--- config.mk ---
export PLATFORM = sky130hd
export DESIGN_NAME = pll_setting_encoder_unit_flat
export DESIGN_NICKNAME = d
export VERILOG_FILES = /design/src/pse_pkg.sv /design/src/pse_in_if.sv /design/src/pse_out_if.sv /design/src/pse_divider.sv /design/src/pse_lfsr_unit.sv /design/src/pll_setting_encoder_unit.sv /design/src/flat_wrapper.sv
export SDC_FILE = /design/constraint.sdc
export NUM_CORES = 2
export LEC_CHECK = 0
export BUFFER_PORTS_ARGS = -buffer_cell sky130_fd_sc_hd__buf_2
export CAP_MARGIN = 20
export CELL_PAD_IN_SITES_DETAIL_PLACEMENT = 0
export CELL_PAD_IN_SITES_GLOBAL_PLACEMENT = 1
export CORE_ASPECT_RATIO = 0.5
export CORE_MARGIN = 4
export CORE_UTILIZATION = 46
export CTS_CLUSTER_DIAMETER = 50
export DETAILED_ROUTE_END_ITERATION = 12
export GPL_ROUTABILITY_DRIVEN = 0
export PLACE_DENSITY = 0.85
export REMOVE_ABC_BUFFERS = 1
export SYNTH_ARGS = -nofsm -noshare
export SYNTH_HDL_FRONTEND = slang
export SYNTH_SLANG_ARGS = --single-unit
--- constraint.sdc ---
create_clock -name clk -period 7.93 [get_ports clk]
set_clock_uncertainty 0.15 [all_clocks]
set_input_delay 0.3965 -clock clk [delete_from_list [all_inputs] [get_ports clk]]
set_output_delay 0.3965 -clock clk [all_outputs]
set_load 0.01 [all_outputs]
--- src/pse_pkg.sv ---
// Package for the PLL setting encoder: field widths, status codes, limits,
// LFSR seeds and the request structs shared by the sequencer and its units.
// Depends on nothing; every other file uses it by scoped names.
`default_nettype none

package pse_pkg;

  // Payload widths
  localparam int unsigned MULT_W   = 16;
  localparam int unsigned DIV_W    = 7;
  localparam int unsigned FREQ_W   = 32;
  localparam int unsigned SRC_W    = 5;
  localparam int unsigned STATUS_W = 2;
  localparam int unsigned MDEC_W   = 17;
  localparam int unsigned NDEC_W   = 10;
  localparam int unsigned PDEC_W   = 7;
  localparam int unsigned SELI_W   = 7;
  localparam int unsigned SELP_W   = 5;

  // Internal widths
  localparam int unsigned MSEL_W   = 15;  // msel never exceeds 32767
  localparam int unsigned PSEL_W   = 6;   // psel up to 32
  localparam int unsigned CCO_W    = 48;  // 32 x 16 product
  localparam int unsigned LFSR_W   = 15;
  localparam int unsigned DVS_W    = 10;  // divider divisor width

  // Status codes
  localparam logic [STATUS_W-1:0] ST_OK      = 2'd0;
  localparam logic [STATUS_W-1:0] ST_INVALID = 2'd1;
  localparam logic [STATUS_W-1:0] ST_IDLE    = 2'd2;

  // Limits
  localparam logic [CCO_W-1:0]  CCO_MIN  = 48'd275000000;
  localparam logic [CCO_W-1:0]  CCO_MAX  = 48'd550000000;
  localparam logic [MULT_W-1:0] MULT_MAX = 16'd32768;
  localparam logic [DIV_W-1:0]  DIV_MAX  = 7'd64;

  // Encoded constants
  localparam logic [MDEC_W-1:0] MDEC_ONE   = 17'h18003;
  localparam logic [MDEC_W-1:0] MDEC_TWO   = 17'h10003;
  localparam logic [NDEC_W-1:0] NDEC_ONE   = 10'h302;
  localparam logic [NDEC_W-1:0] NDEC_TWO   = 10'h202;
  localparam logic [PDEC_W-1:0] PDEC_DIRECT = 7'h7F;
  localparam logic [PDEC_W-1:0] PDEC_ONE   = 7'h62;
  localparam logic [PDEC_W-1:0] PDEC_TWO   = 7'h42;

  // LFSR seeds and step counts
  localparam logic [LFSR_W-1:0] SEED_M   = 15'h4000;
  localparam logic [LFSR_W-1:0] SEED_P   = 15'h0010;
  localparam logic [MULT_W-1:0] M_STEPS_BASE = 16'd32769;  // steps = base - msel
  localparam logic [PSEL_W-1:0] P_STEPS_BASE = 6'd33;      // steps = base - psel

  // Bandwidth thresholds
  localparam logic [MSEL_W-1:0] BW_T1 = 15'd16384;
  localparam logic [MSEL_W-1:0] BW_T2 = 15'd8192;
  localparam logic [MSEL_W-1:0] BW_T3 = 15'd2048;
  localparam logic [MSEL_W-1:0] BW_T4 = 15'd501;
  localparam logic [MSEL_W-1:0] BW_T5 = 15'd60;
  localparam logic [FREQ_W-1:0] BW_NUM = 32'd1024;
  localparam logic [DVS_W-1:0]  BW_OFS = 10'd9;

  typedef struct packed {
    logic              start;
    logic [FREQ_W-1:0] dividend;
    logic [DVS_W-1:0]  divisor;
  } div_req_t;

  typedef struct packed {
    logic              done;
    logic [FREQ_W-1:0] quotient;
  } div_rsp_t;

  typedef struct packed {
    logic              start;
    logic              mode_p;   // 1: 5-bit post-divider LFSR, 0: 15-bit multiplier LFSR
    logic [LFSR_W-1:0] steps;
  } lfsr_req_t;

  typedef struct packed {
    logic              done;
    logic [LFSR_W-1:0] value;
  } lfsr_rsp_t;

endpackage

`default_nettype wire

--- src/pse_in_if.sv ---
// Request channel of the PLL setting encoder: valid/ready plus the request fields.
// Depends on pse_pkg for the field widths.
`default_nettype none

interface pse_in_if;
  logic                           valid;
  logic                           ready;
  logic [pse_pkg::MULT_W-1:0]     multiplier;
  logic [pse_pkg::DIV_W-1:0]      divisor;
  logic [pse_pkg::FREQ_W-1:0]     source_frequency;
  logic [pse_pkg::SRC_W-1:0]      source_select;
  logic                           is_audio;

  modport source (output valid, multiplier, divisor, source_frequency, source_select,
                  is_audio, input ready);
  modport sink   (input valid, multiplier, divisor, source_frequency, source_select,
                  is_audio, output ready);
endinterface

`default_nettype wire

--- src/pse_out_if.sv ---
// Result channel of the PLL setting encoder: valid/ready plus the encoded fields.
// Depends on pse_pkg for the field widths.
`default_nettype none

interface pse_out_if;
  logic                           valid;
  logic                           ready;
  logic [pse_pkg::STATUS_W-1:0]   status;
  logic [pse_pkg::MDEC_W-1:0]     mdec;
  logic [pse_pkg::NDEC_W-1:0]     ndec;
  logic [pse_pkg::PDEC_W-1:0]     pdec;
  logic [pse_pkg::SELI_W-1:0]     seli;
  logic [pse_pkg::SELP_W-1:0]     selp;
  logic                           direct_input;
  logic                           direct_output;
  logic                           audio_extras;
  logic [pse_pkg::SRC_W-1:0]      clock_source;
  logic [pse_pkg::FREQ_W-1:0]     expected_frequency;

  modport source (output valid, status, mdec, ndec, pdec, seli, selp, direct_input,
                  direct_output, audio_extras, clock_source, expected_frequency,
                  input ready);
  modport sink   (input valid, status, mdec, ndec, pdec, seli, selp, direct_input,
                  direct_output, audio_extras, clock_source, expected_frequency,
                  output ready);
endinterface

`default_nettype wire

--- src/pse_divider.sv ---
// Restoring serial divider, one quotient bit per cycle.
// Depends on pse_pkg for widths and the request/response structs.
`default_nettype none

module pse_divider (
  input  wire logic              clk,
  input  wire logic              rst_n,
  input  wire pse_pkg::div_req_t req,
  output pse_pkg::div_rsp_t      rsp
);

  logic                          busy_r;
  logic                          done_r;
  logic [4:0]                    cnt_r;
  logic [pse_pkg::FREQ_W-1:0]    quo_r;
  logic [pse_pkg::DVS_W-1:0]     rem_r;
  logic [pse_pkg::DVS_W-1:0]     dvs_r;

  logic [pse_pkg::DVS_W:0]       trial;
  logic [pse_pkg::DVS_W:0]       diff;
  logic                          fits;

  assign trial = {rem_r, quo_r[pse_pkg::FREQ_W-1]};
  assign diff  = trial - {1'b0, dvs_r};
  assign fits  = trial >= {1'b0, dvs_r};

  always_ff @(posedge clk) begin
    if (!rst_n) begin
      busy_r <= 1'b0;
      done_r <= 1'b0;
      cnt_r  <= '0;
    end else begin
      done_r <= 1'b0;
      if (req.start) begin
        busy_r <= 1'b1;
        cnt_r  <= 5'd31;
      end else if (busy_r) begin
        cnt_r <= cnt_r - 5'd1;
        if (cnt_r == 5'd0) begin
          busy_r <= 1'b0;
          done_r <= 1'b1;
        end
      end
    end
  end

  // Shift the dividend out and the quotient in through the same register
  always_ff @(posedge clk) begin
    if (req.start) begin
      quo_r <= req.dividend;
      rem_r <= '0;
      dvs_r <= req.divisor;
    end else if (busy_r) begin
      quo_r <= {quo_r[pse_pkg::FREQ_W-2:0], fits};
      rem_r <= fits ? diff[pse_pkg::DVS_W-1:0] : trial[pse_pkg::DVS_W-1:0];
    end
  end

  assign rsp.done     = done_r;
  assign rsp.quotient = quo_r;

endmodule

`default_nettype wire

--- src/pse_lfsr_unit.sv ---
// Shared LFSR stepper: runs the 15-bit multiplier or 5-bit post-divider LFSR
// from its seed for a given number of steps, one step per cycle. Uses pse_pkg.
`default_nettype none

module pse_lfsr_unit (
  input  wire logic               clk,
  input  wire logic               rst_n,
  input  wire pse_pkg::lfsr_req_t req,
  output pse_pkg::lfsr_rsp_t      rsp
);

  logic                          busy_r;
  logic                          done_r;
  logic                          mode_p_r;
  logic [pse_pkg::LFSR_W-1:0]    cnt_r;
  logic [pse_pkg::LFSR_W-1:0]    x_r;
  logic [pse_pkg::LFSR_W-1:0]    x_nxt;

  // Multiplier taps bits 0 and 1 into bit 14; post-divider taps bits 0 and 2 into bit 4
  always_comb begin
    if (mode_p_r) begin
      x_nxt = {10'd0, x_r[0] ^ x_r[2], x_r[4:1]};
    end else begin
      x_nxt = {x_r[0] ^ x_r[1], x_r[pse_pkg::LFSR_W-1:1]};
    end
  end

  always_ff @(posedge clk) begin
    if (!rst_n) begin
      busy_r <= 1'b0;
      done_r <= 1'b0;
      cnt_r  <= '0;
    end else begin
      done_r <= 1'b0;
      if (req.start) begin
        busy_r <= 1'b1;
        cnt_r  <= req.steps;
      end else if (busy_r) begin
        cnt_r <= cnt_r - 1'b1;
        if (cnt_r == pse_pkg::LFSR_W'(1)) begin
          busy_r <= 1'b0;
          done_r <= 1'b1;
        end
      end
    end
  end

  always_ff @(posedge clk) begin
    if (req.start) begin
      mode_p_r <= req.mode_p;
      x_r      <= req.mode_p ? pse_pkg::SEED_P : pse_pkg::SEED_M;
    end else if (busy_r) begin
      x_r <= x_nxt;
    end
  end

  assign rsp.done  = done_r;
  assign rsp.value = x_r;

endmodule

`default_nettype wire

--- src/pll_setting_encoder_unit.sv ---
// PLL setting encoder top level: request checking, sequencer and result register.
// Depends on pse_pkg, pse_in_if, pse_out_if, pse_divider and pse_lfsr_unit.
//
// Each request (multiplier M, divisor P, reference frequency, source, channel)
// is checked, turned into msel/nsel/psel, and encoded into the mdec, ndec and
// pdec codes, the seli/selp bandwidth fields, the bypass flags and the expected
// output frequency. One request is handled at a time: in_ch.ready is high only
// while the sequencer is idle, and the finished result waits in an output
// register, so the next request can transfer while the previous result is
// still unclaimed. The mdec code comes from the 15-bit multiplier LFSR, which
// advances one step per cycle for 32769 - msel steps (msel of 3 or more).
// The shared serial divider forms the expected frequency when P is not 1,
// and the seli field when msel lies in 60..500; the post-divider LFSR runs
// 33 - psel steps for pdec when psel is 3 or more. The oscillator frequency
// is formed by one 32 x 16 multiply at full width, so no wrap can pass a bad
// product through the 275..550 MHz range check. On any failed check, every
// field but status reads zero and the per-channel frequency record holds; on
// success the expected frequency is recorded for the audio or USB channel as
// the result is loaded.
`default_nettype none

module pll_setting_encoder_unit (
  input  wire logic  clk,
  input  wire logic  rst_n,
  pse_in_if.sink     in_ch,
  pse_out_if.source  out_ch
);

  localparam logic [3:0] S_IDLE   = 4'd0;
  localparam logic [3:0] S_CHECK  = 4'd1;
  localparam logic [3:0] S_MUL    = 4'd2;
  localparam logic [3:0] S_RANGE  = 4'd3;
  localparam logic [3:0] S_DIVF   = 4'd4;
  localparam logic [3:0] S_BAND   = 4'd5;
  localparam logic [3:0] S_DIVB   = 4'd6;
  localparam logic [3:0] S_LFM_GO = 4'd7;
  localparam logic [3:0] S_LFM_WT = 4'd8;
  localparam logic [3:0] S_LFP_GO = 4'd9;
  localparam logic [3:0] S_LFP_WT = 4'd10;
  localparam logic [3:0] S_FIN    = 4'd11;

  logic [3:0] state_r;
  logic [3:0] state_nxt;

  // Latched request
  logic [pse_pkg::MULT_W-1:0]   mult_r;
  logic [pse_pkg::DIV_W-1:0]    div_r;
  logic [pse_pkg::FREQ_W-1:0]   fin_r;
  logic [pse_pkg::SRC_W-1:0]    src_r;
  logic                         audio_r;

  // Working values
  logic [pse_pkg::STATUS_W-1:0] status_r;
  logic [pse_pkg::MSEL_W-1:0]   msel_r;
  logic [pse_pkg::PSEL_W-1:0]   psel_r;
  logic                         even_r;
  logic [pse_pkg::CCO_W-1:0]    cco_r;
  logic [pse_pkg::FREQ_W-1:0]   expect_r;
  logic [pse_pkg::SELI_W-1:0]   seli_r;
  logic [pse_pkg::MDEC_W-1:0]   mdec_r;
  logic [pse_pkg::PDEC_W-1:0]   pdec_r;

  // Result register
  logic                         out_valid_r;
  logic [pse_pkg::STATUS_W-1:0] o_status_r;
  logic [pse_pkg::MDEC_W-1:0]   o_mdec_r;
  logic [pse_pkg::NDEC_W-1:0]   o_ndec_r;
  logic [pse_pkg::PDEC_W-1:0]   o_pdec_r;
  logic [pse_pkg::SELI_W-1:0]   o_seli_r;
  logic [pse_pkg::SELP_W-1:0]   o_selp_r;
  logic                         o_dir_in_r;
  logic                         o_dir_out_r;
  logic                         o_audio_r;
  logic [pse_pkg::SRC_W-1:0]    o_src_r;
  logic [pse_pkg::FREQ_W-1:0]   o_freq_r;

  // Per-channel record of the last accepted expected frequency
  logic [pse_pkg::FREQ_W-1:0]   audio_freq_r;
  logic [pse_pkg::FREQ_W-1:0]   usb_freq_r;

  pse_pkg::div_req_t  div_req;
  pse_pkg::div_rsp_t  div_rsp;
  pse_pkg::lfsr_req_t lfsr_req;
  pse_pkg::lfsr_rsp_t lfsr_rsp;

  logic                         in_xfer;
  logic                         div_bad;
  logic                         mult_bad;
  logic [pse_pkg::STATUS_W-1:0] check_status;
  logic [pse_pkg::FREQ_W-1:0]   fin_half;
  logic                         cco_ok;
  logic                         band_div;
  logic [pse_pkg::SELI_W-1:0]   seli_direct;
  logic                         msel_lfsr;
  logic                         psel_lfsr;
  logic                         load_out;
  logic                         ok;
  logic [pse_pkg::MULT_W-1:0]   m_steps;
  logic [pse_pkg::PSEL_W-1:0]   p_steps;
  logic [pse_pkg::SELP_W-1:0]   selp_val;

  pse_divider u_div (
    .clk   (clk),
    .rst_n (rst_n),
    .req   (div_req),
    .rsp   (div_rsp)
  );

  pse_lfsr_unit u_lfsr (
    .clk   (clk),
    .rst_n (rst_n),
    .req   (lfsr_req),
    .rsp   (lfsr_rsp)
  );

  assign in_ch.ready = (state_r == S_IDLE);
  assign in_xfer     = in_ch.valid && in_ch.ready;

  // Checks in order: divisor, multiplier, idle source
  assign div_bad  = (div_r == '0) || (div_r > pse_pkg::DIV_MAX) ||
                    ((div_r > pse_pkg::DIV_W'(1)) && div_r[0]);
  assign mult_bad = (mult_r == '0) || (mult_r > pse_pkg::MULT_MAX);

  always_comb begin
    priority if (div_bad || mult_bad) begin
      check_status = pse_pkg::ST_INVALID;
    end else if (fin_r == '0) begin
      check_status = pse_pkg::ST_IDLE;
    end else begin
      check_status = pse_pkg::ST_OK;
    end
  end

  // Odd M divides the reference by two first
  assign fin_half = even_r ? fin_r : {1'b0, fin_r[pse_pkg::FREQ_W-1:1]};
  assign cco_ok   = (cco_r >= pse_pkg::CCO_MIN) && (cco_r <= pse_pkg::CCO_MAX);

  // Bandwidth current select; the 60..500 band needs a division
  assign band_div = (msel_r >= pse_pkg::BW_T5) && (msel_r < pse_pkg::BW_T4);

  always_comb begin
    priority if (msel_r > pse_pkg::BW_T1) begin
      seli_direct = pse_pkg::SELI_W'(1);
    end else if (msel_r > pse_pkg::BW_T2) begin
      seli_direct = pse_pkg::SELI_W'(2);
    end else if (msel_r > pse_pkg::BW_T3) begin
      seli_direct = pse_pkg::SELI_W'(4);
    end else if (msel_r >= pse_pkg::BW_T4) begin
      seli_direct = pse_pkg::SELI_W'(8);
    end else begin
      seli_direct = pse_pkg::SELI_W'({msel_r[5:2], 2'b00}) + pse_pkg::SELI_W'(4);
    end
  end

  assign selp_val = (msel_r < pse_pkg::BW_T5) ?
                    (pse_pkg::SELP_W'(msel_r[5:1]) + pse_pkg::SELP_W'(1)) :
                    pse_pkg::SELP_W'(31);

  assign msel_lfsr = msel_r >= pse_pkg::MSEL_W'(3);
  assign psel_lfsr = psel_r >= pse_pkg::PSEL_W'(3);
  assign m_steps   = pse_pkg::M_STEPS_BASE - {1'b0, msel_r};
  assign p_steps   = pse_pkg::P_STEPS_BASE - psel_r;

  assign ok       = (status_r == pse_pkg::ST_OK);
  assign load_out = (state_r == S_FIN) && (!out_valid_r || out_ch.ready);

  // Sequencer and unit requests
  always_comb begin
    state_nxt         = state_r;
    div_req.start     = 1'b0;
    div_req.dividend  = cco_r[pse_pkg::FREQ_W:1];
    div_req.divisor   = pse_pkg::DVS_W'(psel_r);
    lfsr_req.start    = 1'b0;
    lfsr_req.mode_p   = 1'b0;
    lfsr_req.steps    = m_steps[pse_pkg::LFSR_W-1:0];
    unique case (state_r)
      S_IDLE: begin
        if (in_xfer) state_nxt = S_CHECK;
      end
      S_CHECK: begin
        state_nxt = (check_status == pse_pkg::ST_OK) ? S_MUL : S_FIN;
      end
      S_MUL: begin
        state_nxt = S_RANGE;
      end
      S_RANGE: begin
        if (!cco_ok) begin
          state_nxt = S_FIN;
        end else if (psel_r != '0) begin
          div_req.start = 1'b1;
          state_nxt     = S_DIVF;
        end else begin
          state_nxt = S_BAND;
        end
      end
      S_DIVF: begin
        if (div_rsp.done) state_nxt = S_BAND;
      end
      S_BAND: begin
        if (band_div) begin
          div_req.start    = 1'b1;
          div_req.dividend = pse_pkg::BW_NUM;
          div_req.divisor  = msel_r[pse_pkg::DVS_W-1:0] + pse_pkg::BW_OFS;
          state_nxt        = S_DIVB;
        end else begin
          state_nxt = S_LFM_GO;
        end
      end
      S_DIVB: begin
        if (div_rsp.done) state_nxt = S_LFM_GO;
      end
      S_LFM_GO: begin
        if (msel_lfsr) begin
          lfsr_req.start = 1'b1;
          state_nxt      = S_LFM_WT;
        end else begin
          state_nxt = S_LFP_GO;
        end
      end
      S_LFM_WT: begin
        if (lfsr_rsp.done) state_nxt = S_LFP_GO;
      end
      S_LFP_GO: begin
        lfsr_req.mode_p = 1'b1;
        lfsr_req.steps  = pse_pkg::LFSR_W'(p_steps);
        if (psel_lfsr) begin
          lfsr_req.start = 1'b1;
          state_nxt      = S_LFP_WT;
        end else begin
          state_nxt = S_FIN;
        end
      end
      S_LFP_WT: begin
        if (lfsr_rsp.done) state_nxt = S_FIN;
      end
      S_FIN: begin
        if (load_out) state_nxt = S_IDLE;
      end
      default: begin
        state_nxt = S_IDLE;
      end
    endcase
  end

  // Control state
  always_ff @(posedge clk) begin
    if (!rst_n) begin
      state_r      <= S_IDLE;
      out_valid_r  <= 1'b0;
      audio_freq_r <= '0;
      usb_freq_r   <= '0;
    end else begin
      state_r <= state_nxt;
      if (load_out) begin
        out_valid_r <= 1'b1;
      end else if (out_ch.ready) begin
        out_valid_r <= 1'b0;
      end
      // Record the channel frequency only for an accepted request
      if (load_out && ok) begin
        if (audio_r) begin
          audio_freq_r <= expect_r;
        end else begin
          usb_freq_r <= expect_r;
        end
      end
    end
  end

  // Datapath
  always_ff @(posedge clk) begin
    if (in_xfer) begin
      mult_r <= in_ch.multiplier;
      div_r  <= in_ch.divisor;
      fin_r  <= in_ch.source_frequency;
      src_r  <= in_ch.source_select;
      audio_r <= in_ch.is_audio;
    end
    unique case (state_r)
      S_CHECK: begin
        status_r <= check_status;
        even_r   <= ~mult_r[0];
        msel_r   <= mult_r[0] ? mult_r[pse_pkg::MSEL_W-1:0]
                              : mult_r[pse_pkg::MSEL_W:1];
        psel_r   <= (div_r > pse_pkg::DIV_W'(1)) ? div_r[pse_pkg::DIV_W-1:1] : '0;
      end
      S_MUL: begin
        cco_r <= pse_pkg::CCO_W'(fin_half * {msel_r, 1'b0});
      end
      S_RANGE: begin
        if (!cco_ok) status_r <= pse_pkg::ST_INVALID;
        expect_r <= cco_r[pse_pkg::FREQ_W-1:0];
      end
      S_DIVF: begin
        if (div_rsp.done) expect_r <= div_rsp.quotient;
      end
      S_BAND: begin
        seli_r <= seli_direct;
      end
      S_DIVB: begin
        if (div_rsp.done) seli_r <= {div_rsp.quotient[4:0], 2'b00};
      end
      S_LFM_GO: begin
        if (msel_r == pse_pkg::MSEL_W'(1)) begin
          mdec_r <= pse_pkg::MDEC_ONE;
        end else if (msel_r == pse_pkg::MSEL_W'(2)) begin
          mdec_r <= pse_pkg::MDEC_TWO;
        end
      end
      S_LFM_WT: begin
        if (lfsr_rsp.done) mdec_r <= pse_pkg::MDEC_W'(lfsr_rsp.value);
      end
      S_LFP_GO: begin
        if (psel_r == '0) begin
          pdec_r <= pse_pkg::PDEC_DIRECT;
        end else if (psel_r == pse_pkg::PSEL_W'(1)) begin
          pdec_r <= pse_pkg::PDEC_ONE;
        end else if (psel_r == pse_pkg::PSEL_W'(2)) begin
          pdec_r <= pse_pkg::PDEC_TWO;
        end
      end
      S_LFP_WT: begin
        if (lfsr_rsp.done) pdec_r <= {2'b00, lfsr_rsp.value[4:0]};
      end
      default: begin
      end
    endcase
  end

  // Result register; a rejected request drops every field but status to zero
  always_ff @(posedge clk) begin
    if (load_out) begin
      o_status_r  <= status_r;
      o_mdec_r    <= ok ? mdec_r : '0;
      o_ndec_r    <= ok ? (even_r ? pse_pkg::NDEC_ONE : pse_pkg::NDEC_TWO) : '0;
      o_pdec_r    <= ok ? pdec_r : '0;
      o_seli_r    <= ok ? seli_r : '0;
      o_selp_r    <= ok ? selp_val : '0;
      o_dir_in_r  <= ok && even_r;
      o_dir_out_r <= ok && (psel_r == '0);
      o_audio_r   <= ok && audio_r;
      o_src_r     <= ok ? src_r : '0;
      o_freq_r    <= ok ? expect_r : '0;
    end
  end

  assign out_ch.valid              = out_valid_r;
  assign out_ch.status             = o_status_r;
  assign out_ch.mdec               = o_mdec_r;
  assign out_ch.ndec               = o_ndec_r;
  assign out_ch.pdec               = o_pdec_r;
  assign out_ch.seli               = o_seli_r;
  assign out_ch.selp               = o_selp_r;
  assign out_ch.direct_input       = o_dir_in_r;
  assign out_ch.direct_output      = o_dir_out_r;
  assign out_ch.audio_extras       = o_audio_r;
  assign out_ch.clock_source       = o_src_r;
  assign out_ch.expected_frequency = o_freq_r;

endmodule

`default_nettype wire
--- src/flat_wrapper.sv ---
// flat-port wrapper written by rule: the top's interface ports become plain ports
module pll_setting_encoder_unit_flat 
  (clk, rst_n, in_ch_valid, in_ch_multiplier, in_ch_divisor, in_ch_source_frequency, in_ch_source_select, in_ch_is_audio, in_ch_ready, out_ch_valid, out_ch_status, out_ch_mdec, out_ch_ndec, out_ch_pdec, out_ch_seli, out_ch_selp, out_ch_direct_input, out_ch_direct_output, out_ch_audio_extras, out_ch_clock_source, out_ch_expected_frequency, out_ch_ready);
  pse_in_if in_ch_i ();
  pse_out_if out_ch_i ();
  input  wire logic clk;
  input  wire logic rst_n;
  input wire logic [$bits(in_ch_i.valid)-1:0] in_ch_valid;
  input wire logic [$bits(in_ch_i.multiplier)-1:0] in_ch_multiplier;
  input wire logic [$bits(in_ch_i.divisor)-1:0] in_ch_divisor;
  input wire logic [$bits(in_ch_i.source_frequency)-1:0] in_ch_source_frequency;
  input wire logic [$bits(in_ch_i.source_select)-1:0] in_ch_source_select;
  input wire logic [$bits(in_ch_i.is_audio)-1:0] in_ch_is_audio;
  output wire logic [$bits(in_ch_i.ready)-1:0] in_ch_ready;
  output wire logic [$bits(out_ch_i.valid)-1:0] out_ch_valid;
  output wire logic [$bits(out_ch_i.status)-1:0] out_ch_status;
  output wire logic [$bits(out_ch_i.mdec)-1:0] out_ch_mdec;
  output wire logic [$bits(out_ch_i.ndec)-1:0] out_ch_ndec;
  output wire logic [$bits(out_ch_i.pdec)-1:0] out_ch_pdec;
  output wire logic [$bits(out_ch_i.seli)-1:0] out_ch_seli;
  output wire logic [$bits(out_ch_i.selp)-1:0] out_ch_selp;
  output wire logic [$bits(out_ch_i.direct_input)-1:0] out_ch_direct_input;
  output wire logic [$bits(out_ch_i.direct_output)-1:0] out_ch_direct_output;
  output wire logic [$bits(out_ch_i.audio_extras)-1:0] out_ch_audio_extras;
  output wire logic [$bits(out_ch_i.clock_source)-1:0] out_ch_clock_source;
  output wire logic [$bits(out_ch_i.expected_frequency)-1:0] out_ch_expected_frequency;
  input wire logic [$bits(out_ch_i.ready)-1:0] out_ch_ready;
  assign in_ch_i.valid = in_ch_valid;
  assign in_ch_i.multiplier = in_ch_multiplier;
  assign in_ch_i.divisor = in_ch_divisor;
  assign in_ch_i.source_frequency = in_ch_source_frequency;
  assign in_ch_i.source_select = in_ch_source_select;
  assign in_ch_i.is_audio = in_ch_is_audio;
  assign in_ch_ready = in_ch_i.ready;
  assign out_ch_valid = out_ch_i.valid;
  assign out_ch_status = out_ch_i.status;
  assign out_ch_mdec = out_ch_i.mdec;
  assign out_ch_ndec = out_ch_i.ndec;
  assign out_ch_pdec = out_ch_i.pdec;
  assign out_ch_seli = out_ch_i.seli;
  assign out_ch_selp = out_ch_i.selp;
  assign out_ch_direct_input = out_ch_i.direct_input;
  assign out_ch_direct_output = out_ch_i.direct_output;
  assign out_ch_audio_extras = out_ch_i.audio_extras;
  assign out_ch_clock_source = out_ch_i.clock_source;
  assign out_ch_expected_frequency = out_ch_i.expected_frequency;
  assign out_ch_i.ready = out_ch_ready;
  pll_setting_encoder_unit u_core (.clk(clk), .rst_n(rst_n), .in_ch(in_ch_i), .out_ch(out_ch_i));
endmodule
After elaboration in Yosys (flattened, before gate mapping) --
Cells that the tools add are included.
Storage, ports and cells: bits in registers 380, input port bits 65, output and inout bits 90, logic and storage cells 203
Cells by class: $add $sub $neg 8, multiply operators 1, $lt $le $gt $ge 15, eq/ne operators 25, multiplexer cells 68, bitwise gates (word level) 6, reductions and logical operators 40
Operators with widths (count):
- two-way mux 32 bit | 4
- two-way mux 15 bit | 7
- case mux 32 bit (2 select lines) | 1
- two-way mux 7 bit | 9
- two-way mux 17 bit | 3
- >= comparator 48 x 29 -> 1 bit, second input constant | 1
- less-or-equal comparator 48 x 30 -> 1 bit, second input constant | 1
- case mux 4 bit (12 select lines) | 1
- multiplier 32 x 15 -> 47 bit | 1
- two-way mux 43 bit | 1
- two-way mux 42 bit | 1
- case mux 17 bit (2 select lines) | 1
- zero test 32 bit | 1
- two-way mux 4 bit | 8
- == test 15 x 1 -> 1 bit, second input constant | 2
- case mux 7 bit (2 select lines) | 2
- two-way mux 1 bit | 18
- == test 4 x 3 -> 1 bit, second input constant | 4
- == test 4 bit, second input constant | 4
- greater-than comparator 16 bit, second input constant | 1
- zero test 16 bit | 1
- two-way mux 16 bit | 1
- nonzero test 2 bit | 8
- == test 15 x 2 -> 1 bit, second input constant | 1
- other kinds (49) | 81

Longest topological paths before layout --
depth in word-level cells 8, depth in mapped cells 27, gate-level depth less buffers 24

Modules after synthesis --
From an unflattened synthesis, not the netlist that was laid out.
Unflattened totals: cells, all modules 3005, area, all modules 31861.8 sq um
Modules (own cells, without submodules):
- pll_setting_encoder_unit | instances 1, cells each 2611, area each 27320.0 sq um, seq. area each 8358.0 sq um
- pse_divider | instances 1, cells each 248, area each 3012.9 sq um, seq. area each 1601.5 sq um
- pse_lfsr_unit | instances 1, cells each 146, area each 1529.0 sq um, seq. area each 820.8 sq um

Least setup slack after synthesis --
OpenSTA, ideal clock, no wires.
path type register to register, start register u_core.even_r, end register u_core.cco_r[42] (netlist name) (data pin), library setup time 0.258 ns, arrival 7.440 ns, required time 7.522 ns, setup slack 0.082 ns, stages on the path, launching flop included 26, buffers on the path 3, period minus slack after synthesis 7.848 ns, cell sequence edfxtp_1 -> clkbuf_1 -> clkbuf_1 -> buf_1 -> mux2i_1 -> nor2_1 -> fa_1 -> inv_1 -> fa_1 -> inv_1 -> fa_1 -> fa_1 -> fa_1 -> inv_1 -> fa_1 -> inv_1 -> ha_1 -> nand4_1 -> a211oi_2 -> o21ai_1 -> a2111oi_2 -> o211ai_1 -> a311o_1 -> a31o_4 -> o31ai_4 -> xnor2_1
On the way: longest elaborated chain between the ends 2
Ends and longest elaborated chain:
- start: declaration | RTL line pll_setting_encoder_unit.sv:56 | logic even_r;
- start signal: assignment | RTL line pll_setting_encoder_unit.sv:282 | even_r <= ~mult_r[0];
- two-way mux 32 bit | RTL line pll_setting_encoder_unit.sv:135 | assign fin_half = even_r ? fin_r : {1'b0, fin_r[pse_pkg::FREQ_W-1:1]};
- multiplier 32 x 15 -> 47 bit | RTL line pll_setting_encoder_unit.sv:288 | cco_r <= pse_pkg::CCO_W'(fin_half * {msel_r, 1'b0});
- end signal: assignment | RTL line pll_setting_encoder_unit.sv:288
- end: declaration | RTL line pll_setting_encoder_unit.sv:57 | logic [pse_pkg::CCO_W-1:0] cco_r;
Every way passes these cells. A chain may end at the register's enable or synchronous reset.

Final worst setup path --
start register u_core.even_r, end register u_core.cco_r[41] (netlist name) (data pin)
The elaborated chain is that of the path after synthesis.

==> metrics.cfg <==
[status]
outcome = complete, no violations

[critical_path]
cp-end-kind = flop
required_ps = 8090
cp-start-kind = flop
crit_path_start = u_core.even_r$_DFFE_PP_
cpMostUsedCell = fa_1
path_class = flop to flop
regToRegStartpoint = u_core.even_r$_DFFE_PP_
worst-path-max-fanout = 20
slowest_stage = fa_1
path_cells = buf_4 -> buf_4 -> mux2_2 -> and2_1 -> fa_1 -> inv_1 -> fa_1 -> inv_1 -> fa_1 -> fa_1 -> fa_1 -> inv_1 -> fa_1 -> inv_1 -> ha_1 -> a21oi_1 -> o21bai_1 -> a221o_1 -> a221oi_1 -> o21ai_0 -> a21oi_1 -> o21ai_1 -> a21boi_0 -> xnor2_1
critPathMaxStageDelay_ps = 540
cp_data_arrival_time_ps = 7860

[timing]
tns_ps = 0
fin_crit_sh_pct = 97.1
relSlewSlack_pct = 33.8
tightest_slew_ps = 993
finalMaxSlewViolations = 0
hold_viol_final = 0
setup_viol = 0
final.min_clock_period_ps = 7700
rsz0062_at_grt = true
fmax_mhz = 130

[floorplan]
ios = 155
rows = 67
start_util_pct = 46.9
core_area_mm2 = 0.0675
dieArea_mm2 = 0.0732
fp.dieW_um = 379
fp.dieH_um = 193

[synth]
synth_edf_count = 333
yosys.area.top_type = edfxtp_1
netlist_top_cells_count = inv_1 (466), fa_1 (389), nand2_1 (359)
synth_top_area_share_pct = 31.6
syn_inst = 3041
yosysMostFrequentCell = inv_1
ys_top_cells_by_area = edfxtp_1 (32%), fa_1 (25%), and2_1 (5.5%), inv_1 (5.5%), ha_1 (5.4%)
syn_area_per_cell_um2 = 10.4
synth_cell_types = 81
syn_area_mm2 = 0.0316
yosysSeqAreaShare_pct = 34.1
synth_seq_cells = 372
synth_warnings = 0
async_reset_ff_share_pct = 0
synth_ff_type = edfxtp_1

[job]
cap_violations = 0

[global_route]
grt_pass1_wl_um = 129000
grt_pass1_vias = 23400
grt-ovfl-total = 0
antenna_found_initial = 1
track_usage_pct = 22.3
grt_max_degree = 67

[placement]
dp_hpwl_um = 62400
portBuffers = 147

[cts]
clkTransAtPathRegs_ps = 60
cts-root-buf = clkbuf_16
cts_buffers = 41
clk_path_buf_depth = 3
htreeDepth = 2
cts.sinks = 372
cts_tree = built
clk_latency_ps = 570

[drt]
drt_iter0_markers = 1737
first_pass_iters = 6
drcViolationCount = 0
wire_per_inst_um = 19.6
drt-total-wl_um = 80800
vias = 22300
vias_per_cell = 5.39
ant_nets = 0

[min_path]
min_path_type = input pin to flop
worstHoldStart = out_ch_ready

[cells_and_area]
fin_nets = 3794
area_growth_pct = 12.3
drive_above_1_share_pct = 12.3
utilization_pct = 52.6
antennaDiodeCount = 0

logic make-up after synthesis:
logic type      after synthesis  synth area share, %
fa+ha+maj                   525                 30.0
buf+inv                     636                 7.69
other cells                   1               0.0119
xor+xnor                     83                 2.30
flops                       372                 34.1
simple gates                992                 15.5
mux                         104                 3.59
compound gates              328                 6.77
worst max-delay path: cells and delay by family, from the launching register on:
| family | cells | cell delay (ps) |
|---|---|---|
| buffers and inverters | 6 | 860 |
| AND/OR/NAND/NOR | 1 | 220 |
| AO/OA/AOI/OAI | 8 | 1830 |
| adder cells (fa/ha/maj) | 7 | 3340 |
| flip-flops | 1 | 390 |
| multiplexers | 1 | 510 |
| XOR/XNOR | 1 | 100 |
cell usage in the layout (no fill, tap or decap), types with 12 or more instances in the layout:
cell,count
nor3_1,27
and3_1,21
nand2_1,359
xor2_1,36
mux2_2,74
buf_4,66
mux2i_1,30
nor4_1,18
ha_1,136
o21ai_0,74
a21oi_1,93
dlygate4sd3_1,61
nor2_1,173
a21o_1,40
and2_1,280
inv_1,465
nand4_1,21
nand2b_1,14
xnor2_1,47
a211oi_1,12
clkbuf_16,42
dfxtp_1,39
buf_2,148
edfxtp_1,333
nand3_1,13
o211ai_1,12
fa_1,389
final timing paths:
path                                                            to  slack (ps)  depth (start not counted)
worst max-delay path                    u_core.cco_r[41]$_DFFE_PP_         230                         24
worst min-delay path              u_core.out_ch.valid$_SDFFE_PN0P_          60                          4
worst max register to register          u_core.cco_r[41]$_DFFE_PP_         230                         24
worst min register to register  u_core.u_div.rem_r[9]$_SDFFE_PP0P_         330                          2
area by class of cell:
cell class,count,area [um^2]
Multi-Input combinational cell,2040,18500
Fill cell,5854,32000
Sequential cell,372,10800
Clock inverter,27,328
Clock buffer,49,1100
Tap cell,897,1120
Timing Repair Buffer,280,1950
Inverter,469,1760
stage by stage:
| step | area [um^2] | hold WS (ps) | worst slack [ps] | instances |
|---|---|---|---|---|
| after floorplan | 31000 | 267 | -454 | 2881 |
| after global placement | 33400 | 311 | 221 | 3994 |
| after detailed placement | 33500 | 309 | 100 | 3995 |
| after CTS | 35500 | 32.2 | 84.9 | 4132 |
| after global routing | 35500 | 93.5 | -33.4 | 4134 |
| final | 35500 | 57.9 | 230 | 4134 |
per-layer routing:
metal,wire length [um],vias up,part of all wire [%],global-route usage [%]
met5,0,-,0,0
met4,2550,0,3.2,7.00
met3,5990,157,7.4,3.26
met2,38300,832,47,36.6
met1,34000,11200,42,30.7
li1,-,10100,-,-
sequential cells by signal (all words and copies together), names as in the netlist, 15 cells and up:
signal / flops
u_core.msel_r: 15
u_core.expect_r: 32
u_core.out_ch.mdec: 17
u_core.fin_r: 32
u_core.out_ch.expected_frequency: 32
u_core.mdec_r: 17
u_core.cco_r: 47
u_core.u_lfsr.x_r: 15
u_core.u_lfsr.cnt_r: 15
u_core.mult_r: 16
u_core.u_div.quo_r: 32
what timing repair did:
action                                  CTS  global route
setup buffers                             0             0
endpoints found under the hold margin    61             0
endpoints found under the setup margin    0             9
hold buffers                             61             0
resized for setup                         0             3
Power is left out: the tool's default activity adds up to more than one toggle a clock period on the data nets, which glitch-free logic cannot reach.
